File: config.mk
export PLATFORM = sky130hd
export DESIGN_NAME = pse_sequencer
export DESIGN_NICKNAME = d
export VERILOG_FILES = /design/src/pse_pkg.sv /design/src/pse_sequencer.sv
export SDC_FILE = /design/constraint.sdc
export NUM_CORES = 1
export LEC_CHECK = 0
export ABC_AREA = 1
export BUFFER_PORTS_ARGS = -buffer_cell sky130_fd_sc_hd__buf_2
export CAP_MARGIN = 20
export CORE_MARGIN = 1.5
export CORE_UTILIZATION = 49
export DETAILED_ROUTE_END_ITERATION = 12
export PLACE_DENSITY = 0.84
export SLEW_MARGIN = 20
export SYNTH_ARGS = -nofsm -noshare
export SYNTH_HDL_FRONTEND = slang
export SYNTH_SLANG_ARGS = --single-unit
File: constraint.sdc
create_clock -name clk -period 5.15 [get_ports clk]
set_clock_uncertainty 0.1 [all_clocks]
set_input_delay 1.545 -clock clk [delete_from_list [all_inputs] [get_ports clk]]
set_output_delay 1.545 -clock clk [all_outputs]
set_load 0.01 [all_outputs]
File: src/pse_pkg.sv
// pse_pkg: types, constants and the microcode table of the prime sieve engine
// used by every module of the block but pse_ram; depends on nothing

package pse_pkg;

  // flag store size and derived widths
  localparam int unsigned MAX_NUMBERS = 65536;
  localparam int unsigned MAX_TOP     = MAX_NUMBERS - 1;
  localparam int unsigned ADDR_W      = $clog2(MAX_NUMBERS);
  localparam int unsigned LIM_W       = 16;
  localparam int unsigned IDX_W       = LIM_W + 1;
  localparam int unsigned BASE_W      = LIM_W / 2 + 1;
  localparam int unsigned SQ_W        = 2 * BASE_W;
  localparam int unsigned STEP_W      = 4;
  localparam logic [LIM_W-1:0] LIMIT_RESET = '1;

  typedef logic [LIM_W-1:0]  lim_t;
  typedef logic [IDX_W-1:0]  idx_t;
  typedef logic [BASE_W-1:0] base_t;
  typedef logic [SQ_W-1:0]   sq_t;
  typedef logic [STEP_W-1:0] step_t;

  typedef enum logic {
    ACT_SIEVE = 1'b0,
    ACT_QUERY = 1'b1
  } action_t;

  typedef enum logic [1:0] {
    ST_OK       = 2'd0,
    ST_NO_SIEVE = 2'd1,
    ST_RANGE    = 2'd2
  } status_t;

  typedef struct packed {
    action_t action;
    lim_t    number;
  } cmd_t;

  typedef struct packed {
    lim_t    prime_count;
    logic    is_prime;
    status_t status;
  } rsp_t;

  // microcode fields
  typedef enum logic [2:0] {
    J_NEXT     = 3'd0,
    J_GOTO     = 3'd1,
    J_IF       = 3'd2,
    J_DISPATCH = 3'd3,
    J_WAIT_OUT = 3'd4
  } jmp_t;

  typedef enum logic [1:0] {
    C_IDX_LT_TOP   = 2'd0,
    C_SQ_GT_TOP    = 2'd1,
    C_FLAG_CLR     = 2'd2,
    C_MNEXT_LE_TOP = 2'd3
  } cond_t;

  typedef enum logic [2:0] {
    ADDR_IDX  = 3'd0,
    ADDR_ZERO = 3'd1,
    ADDR_ONE  = 3'd2,
    ADDR_BASE = 3'd3,
    ADDR_M    = 3'd4,
    ADDR_NUM  = 3'd5
  } addr_sel_t;

  typedef enum logic [1:0] {
    WE_OFF    = 2'd0,
    WE_ON     = 2'd1,
    WE_TOP_NZ = 2'd2
  } we_t;

  typedef enum logic [1:0] {
    IDX_HOLD = 2'd0,
    IDX_CLR  = 2'd1,
    IDX_INC  = 2'd2
  } idx_op_t;

  typedef enum logic [1:0] {
    BASE_HOLD = 2'd0,
    BASE_TWO  = 2'd1,
    BASE_INC  = 2'd2
  } base_op_t;

  typedef enum logic [1:0] {
    M_HOLD = 2'd0,
    M_SQ   = 2'd1,
    M_ADD  = 2'd2
  } m_op_t;

  typedef enum logic [1:0] {
    CNT_HOLD = 2'd0,
    CNT_CLR  = 2'd1,
    CNT_ACC  = 2'd2
  } cnt_op_t;

  typedef struct packed {
    jmp_t      jmp;
    cond_t     cond;
    step_t     target;
    addr_sel_t addr_sel;
    we_t       mem_we;
    logic      mem_wd;
    idx_op_t   idx_op;
    base_op_t  base_op;
    logic      sq_ld;
    m_op_t     m_op;
    cnt_op_t   cnt_op;
    logic      pend_set;
    logic      start;
    logic      total_ld;
    logic      qstat_ld;
    logic      flag_ld;
    logic      emit;
  } ctrl_t;

  typedef struct packed {
    logic idx_lt_top;
    logic sq_gt_top;
    logic flag_set;
    logic mnext_le_top;
  } flags_t;

  // program steps
  localparam step_t S_IDLE  = 4'd0;
  localparam step_t S_FILL  = 4'd1;
  localparam step_t S_CLR0  = 4'd2;
  localparam step_t S_CLR1  = 4'd3;
  localparam step_t S_SQ    = 4'd4;
  localparam step_t S_CHK   = 4'd5;
  localparam step_t S_TEST  = 4'd6;
  localparam step_t S_MARK  = 4'd7;
  localparam step_t S_NEXTB = 4'd8;
  localparam step_t S_CINIT = 4'd9;
  localparam step_t S_CNT   = 4'd10;
  localparam step_t S_CLAST = 4'd11;
  localparam step_t S_TOTAL = 4'd12;
  localparam step_t S_EMIT  = 4'd13;
  localparam step_t S_Q0    = 4'd14;
  localparam step_t S_Q1    = 4'd15;

  localparam ctrl_t UC_NOP = '{
    jmp: J_NEXT, cond: C_IDX_LT_TOP, target: S_IDLE, addr_sel: ADDR_IDX,
    mem_we: WE_OFF, mem_wd: 1'b0, idx_op: IDX_HOLD, base_op: BASE_HOLD,
    sq_ld: 1'b0, m_op: M_HOLD, cnt_op: CNT_HOLD, pend_set: 1'b0,
    start: 1'b0, total_ld: 1'b0, qstat_ld: 1'b0, flag_ld: 1'b0, emit: 1'b0
  };

  // effective limit, saturated to the top of the flag store
  function automatic lim_t eff_limit(input lim_t l);
    lim_t r;
    r = l;
    if (32'(l) > MAX_TOP) begin
      r = LIM_W'(MAX_TOP);
    end
    return r;
  endfunction

  // control store
  function automatic ctrl_t uc_word(input step_t s);
    ctrl_t w;
    w = UC_NOP;
    case (s)
      S_IDLE: begin
        w.start  = 1'b1;
        w.idx_op = IDX_CLR;
        w.jmp    = J_DISPATCH;
        w.target = S_FILL;
      end
      S_FILL: begin
        w.addr_sel = ADDR_IDX;
        w.mem_we   = WE_ON;
        w.mem_wd   = 1'b1;
        w.idx_op   = IDX_INC;
        w.jmp      = J_IF;
        w.cond     = C_IDX_LT_TOP;
        w.target   = S_FILL;
      end
      S_CLR0: begin
        w.addr_sel = ADDR_ZERO;
        w.mem_we   = WE_ON;
        w.base_op  = BASE_TWO;
      end
      S_CLR1: begin
        w.addr_sel = ADDR_ONE;
        w.mem_we   = WE_TOP_NZ;
      end
      S_SQ: begin
        w.sq_ld = 1'b1;
      end
      S_CHK: begin
        w.addr_sel = ADDR_BASE;
        w.jmp      = J_IF;
        w.cond     = C_SQ_GT_TOP;
        w.target   = S_CINIT;
      end
      S_TEST: begin
        w.m_op   = M_SQ;
        w.jmp    = J_IF;
        w.cond   = C_FLAG_CLR;
        w.target = S_NEXTB;
      end
      S_MARK: begin
        w.addr_sel = ADDR_M;
        w.mem_we   = WE_ON;
        w.m_op     = M_ADD;
        w.jmp      = J_IF;
        w.cond     = C_MNEXT_LE_TOP;
        w.target   = S_MARK;
      end
      S_NEXTB: begin
        w.base_op = BASE_INC;
        w.jmp     = J_GOTO;
        w.target  = S_SQ;
      end
      S_CINIT: begin
        w.idx_op = IDX_CLR;
        w.cnt_op = CNT_CLR;
      end
      S_CNT: begin
        w.addr_sel = ADDR_IDX;
        w.idx_op   = IDX_INC;
        w.cnt_op   = CNT_ACC;
        w.pend_set = 1'b1;
        w.jmp      = J_IF;
        w.cond     = C_IDX_LT_TOP;
        w.target   = S_CNT;
      end
      S_CLAST: begin
        w.cnt_op = CNT_ACC;
      end
      S_TOTAL: begin
        w.total_ld = 1'b1;
      end
      S_EMIT: begin
        w.emit   = 1'b1;
        w.jmp    = J_WAIT_OUT;
        w.target = S_IDLE;
      end
      S_Q0: begin
        w.addr_sel = ADDR_NUM;
        w.qstat_ld = 1'b1;
      end
      S_Q1: begin
        w.flag_ld = 1'b1;
        w.jmp     = J_GOTO;
        w.target  = S_EMIT;
      end
      default: begin
        w.jmp    = J_GOTO;
        w.target = S_IDLE;
      end
    endcase
    return w;
  endfunction

endpackage

File: src/pse_sequencer.sv
// pse_sequencer: step counter, control store lookup and jump logic
// depends on pse_pkg

module pse_sequencer (
  input  logic            clk,
  input  logic            rst,
  input  logic            cmd_valid,
  input  pse_pkg::action_t action,
  input  pse_pkg::flags_t flags,
  input  logic            out_free,
  output logic            idle,
  output pse_pkg::ctrl_t  ctrl
);

  import pse_pkg::*;

  step_t pc;
  step_t pc_next;
  ctrl_t word;
  logic  go;
  logic  cond_true;

  always_comb begin
    word = uc_word(pc);
    case (word.cond)
      C_IDX_LT_TOP:   cond_true = flags.idx_lt_top;
      C_SQ_GT_TOP:    cond_true = flags.sq_gt_top;
      C_FLAG_CLR:     cond_true = !flags.flag_set;
      C_MNEXT_LE_TOP: cond_true = flags.mnext_le_top;
      default:        cond_true = 1'b0;
    endcase
  end

  always_comb begin
    go      = 1'b1;
    pc_next = pc + 1'b1;
    case (word.jmp)
      J_NEXT: pc_next = pc + 1'b1;
      J_GOTO: pc_next = word.target;
      J_IF:   pc_next = cond_true ? word.target : pc + 1'b1;
      J_DISPATCH: begin
        go      = cmd_valid;
        pc_next = !cmd_valid ? pc : (action == ACT_QUERY) ? S_Q0 : word.target;
      end
      J_WAIT_OUT: begin
        go      = out_free;
        pc_next = out_free ? word.target : pc;
      end
      default: pc_next = S_IDLE;
    endcase
  end

  // a stalled step issues no datapath operation
  assign ctrl = go ? word : UC_NOP;
  assign idle = (pc == S_IDLE);

  always_ff @(posedge clk) begin
    if (rst) begin
      pc <= S_IDLE;
    end else begin
      pc <= pc_next;
    end
  end

endmodule

==> flow_summary.yaml <==
outcome:
  status: "finished, violations left"
  violations: "design-rule violations"
setup_path:
  crit_top_cell: "nand3_1"
  crit_buf_inv: 3
  cp.arrival_ns: 2.65
  required_ns: 3.51
  path_cells: "ha_1 -> inv_1 -> nor2_1 -> nand3_1 -> or2_4 -> o21ai_4 -> inv_2 -> nand3_1 -> nand3_1 -> buf_2"
  cp-end-kind: "primary output"
  cp-start-kind: "flop"
  worstPathMaxFanout: 22
  max_stage_delay_ns: 0.45
  r2r_cells: 9
  cp_top_family: "simple AND/OR/NAND/NOR gates"
  path_class: "reg2out"
  worst-path-stages: 10
  slowest_stage: "dfxtp_1"
layout:
  multi_input_area_um2: 631
  largest_register_ffs: 4
  drive_gt1_frac: 0.321
  register_area_um2: 80.1
  stdcell_area_mm2: 0.00103
  reg_top3: "pc (4)"
  antenna_cells: 0
  regMostFlops: "pc"
  synthToLayoutAreaGrowth_pct: 22.8
  final_nets: 205
  n_fill_cell: 153
power_and_ir_drop:
  p_leak_nw: 0.668
  total_power_mw: 0.453
  vdd_drop_max_uv: 258
  p_per_area_mw_per_mm2: 440
sta:
  slew_violations: 0
  rsz0062_at_grt: "false"
  relSlewSlack: 0.636
  min_period_ns: 4.29
  period_share: 0.834
  setup-violations-final: 0
  timing.fmax_mhz: 233
  tightest_slew_ns: 0.544
  hold_viol: 0
  setup_tns_ns: 0
placed_design:
  port_buffers: 39
  place.gp.congestion: 0.976
  place_area_mm2: 0.00101
  dp_hpwl_um: 1790
clock_network:
  cts_tree: "done"
  h-tree-depth: 1
  ctsHoldBuffers: 0
  cts_buffers: 3
  postCtsSetupBuffers: 0
  post_cts_resize_count: 0
  cts_num_sinks: 4
  ctsLongestPathBuffers: 2
  clock_latency_ns: 0.24
  clkSlewWorstSetupHoldPaths_ns: 0.04
  cts-root-buf: "clkbuf_4"
logic_synthesis:
  synth_ff_type: "dfxtp_1"
  avgSynthCellArea_um2: 5.48
  synth_top_area_share: 0.184
  synthArstFlopShare: 0
  syn_inst: 153
  ys_seq_area_frac: 0.0955
  synth.distinct_cells: 25
  synth_largest_area_cell: "nand2_1"
  synth_edf_count: 0
  syn-cell-area_um2: 838
  ys_top_cells_by_area: "nand2_1, nor2_1, dfxtp_1, nand3_1, inv_1"
  syn_nets: 166
  synth_seq_cells: 4
  ys_warn_count: 0
die:
  initial_core_util: 0.538
  rows: 14
  fp.dieH_um: 44.4
  die_w_um: 44.4
  io_pins: 40
  die_area_mm2: 0.00197
  core_area_mm2: 0.00156
global_route:
  first_global_vias: 831
  antenna_found_initial: 0
  grt_max_degree: 23
  grt_usage: 0.240
  grt_overflow: 0
  grt_pass1_wl_um: 3480
detailed_routing:
  drt_iter0_markers: 32
  final_antenna_net_count: 0
  drc: 4
  routed_via_density: 5.17
  dr.pass1.iters: 8
  routed_wl_um: 2250
  wire_per_inst_um: 10.9
  via_count: 1066
hold_path:
  hold_depth: 2
  hp-class: "reg2reg"
run:
  drv_cap: 0
path summary, 6_finish.rpt:
check,startpoint,end,slack (ns)
max,pc[0]$_SDFFE_PP0P_,ctrl[18],0.86
min reg2reg,pc[1]$_SDFFE_PP0P_,pc[1]$_SDFFE_PP0P_,0.42
min,pc[1]$_SDFFE_PP0P_,pc[1]$_SDFFE_PP0P_,0.42
max reg2reg,pc[0]$_SDFFE_PP0P_,pc[2]$_SDFFE_PP0P_,2.70
routing by layer:
layer	routed length [um]	up-vias	track usage
li1	-	560	-
met1	1060	457	0.308
met2	987	42	0.376
met3	137	7	0.0327
met4	65	0	0.152
met5	0	-	0
synth_stat cells, types with 4 or more instances:
| cell type | number |
|---|---|
| nand3_1 | 15 |
| nor3_1 | 5 |
| nand2_1 | 41 |
| dfxtp_1 | 4 |
| inv_1 | 17 |
| ha_1 | 4 |
| nor2_1 | 24 |
| nand2_2 | 5 |
| a21oi_1 | 10 |
worst reg2reg max path, stage by stage (launching register included):
cell     delay, ns
dfxtp_1       0.45
ha_1          0.33
inv_1         0.11
nor2_1        0.32
nand3_1       0.19
or2_4         0.28
o21ai_4       0.21
inv_2         0.16
nand2_1       0.12
a21oi_1       0.07
cell type report:
cell class                      count  share of cell area
Multi-Input combinational cell    123               0.612
Timing Repair Buffer               39               0.190
Inverter                           21              0.0790
Sequential cell                     4              0.0778
Clock buffer                        3              0.0219
Tap cell                           16              0.0194
through the flow:
stage | worst slack [ns] | std cells | utilization | hold slack, ns
finish | 0.856 | 206 | 0.661 | 0.419
global route | 0.705 | 206 | 0.661 | 0.458
CTS | 0.858 | 206 | 0.661 | 0.417
detailed placement | 0.856 | 203 | 0.646 | 0.411
global placement | 0.912 | 203 | 0.646 | 0.409
floorplan | 1.15 | 153 | - | 0.382
cell families after synthesis:
logic type,Yosys count,synth area share
buf+inv,26,0.152
fa+ha+maj,4,0.0597
compound gates,17,0.118
flops,4,0.0955
xor+xnor,1,0.0104
simple gates,101,0.564
power breakdown:
| part | internal (mW) | switching [mW] |
|---|---|---|
| Combinational | 0.128 | 0.230 |
| Sequential | 0.0388 | 0.0164 |
| Clock | 0.0261 | 0.0134 |
| Total | 0.192 | 0.260 |
cells in the final DEF, fill, tap and decap left out, types with 2 or more instances in the layout:
master / instances
nand2_1: 41
buf_2: 39
nor2_1: 24
inv_1: 17
nand3_1: 15
a21oi_1: 10
nand2_2: 5
nor3_1: 5
ha_1: 4
dfxtp_1: 4
nor2_2: 3
inv_2: 3
o21ai_0: 3
clkbuf_4: 3
o21ai_1: 2
nand3_2: 2
nand2_4: 2
nand3b_1: 2
(Power assumes the default switching activity.)
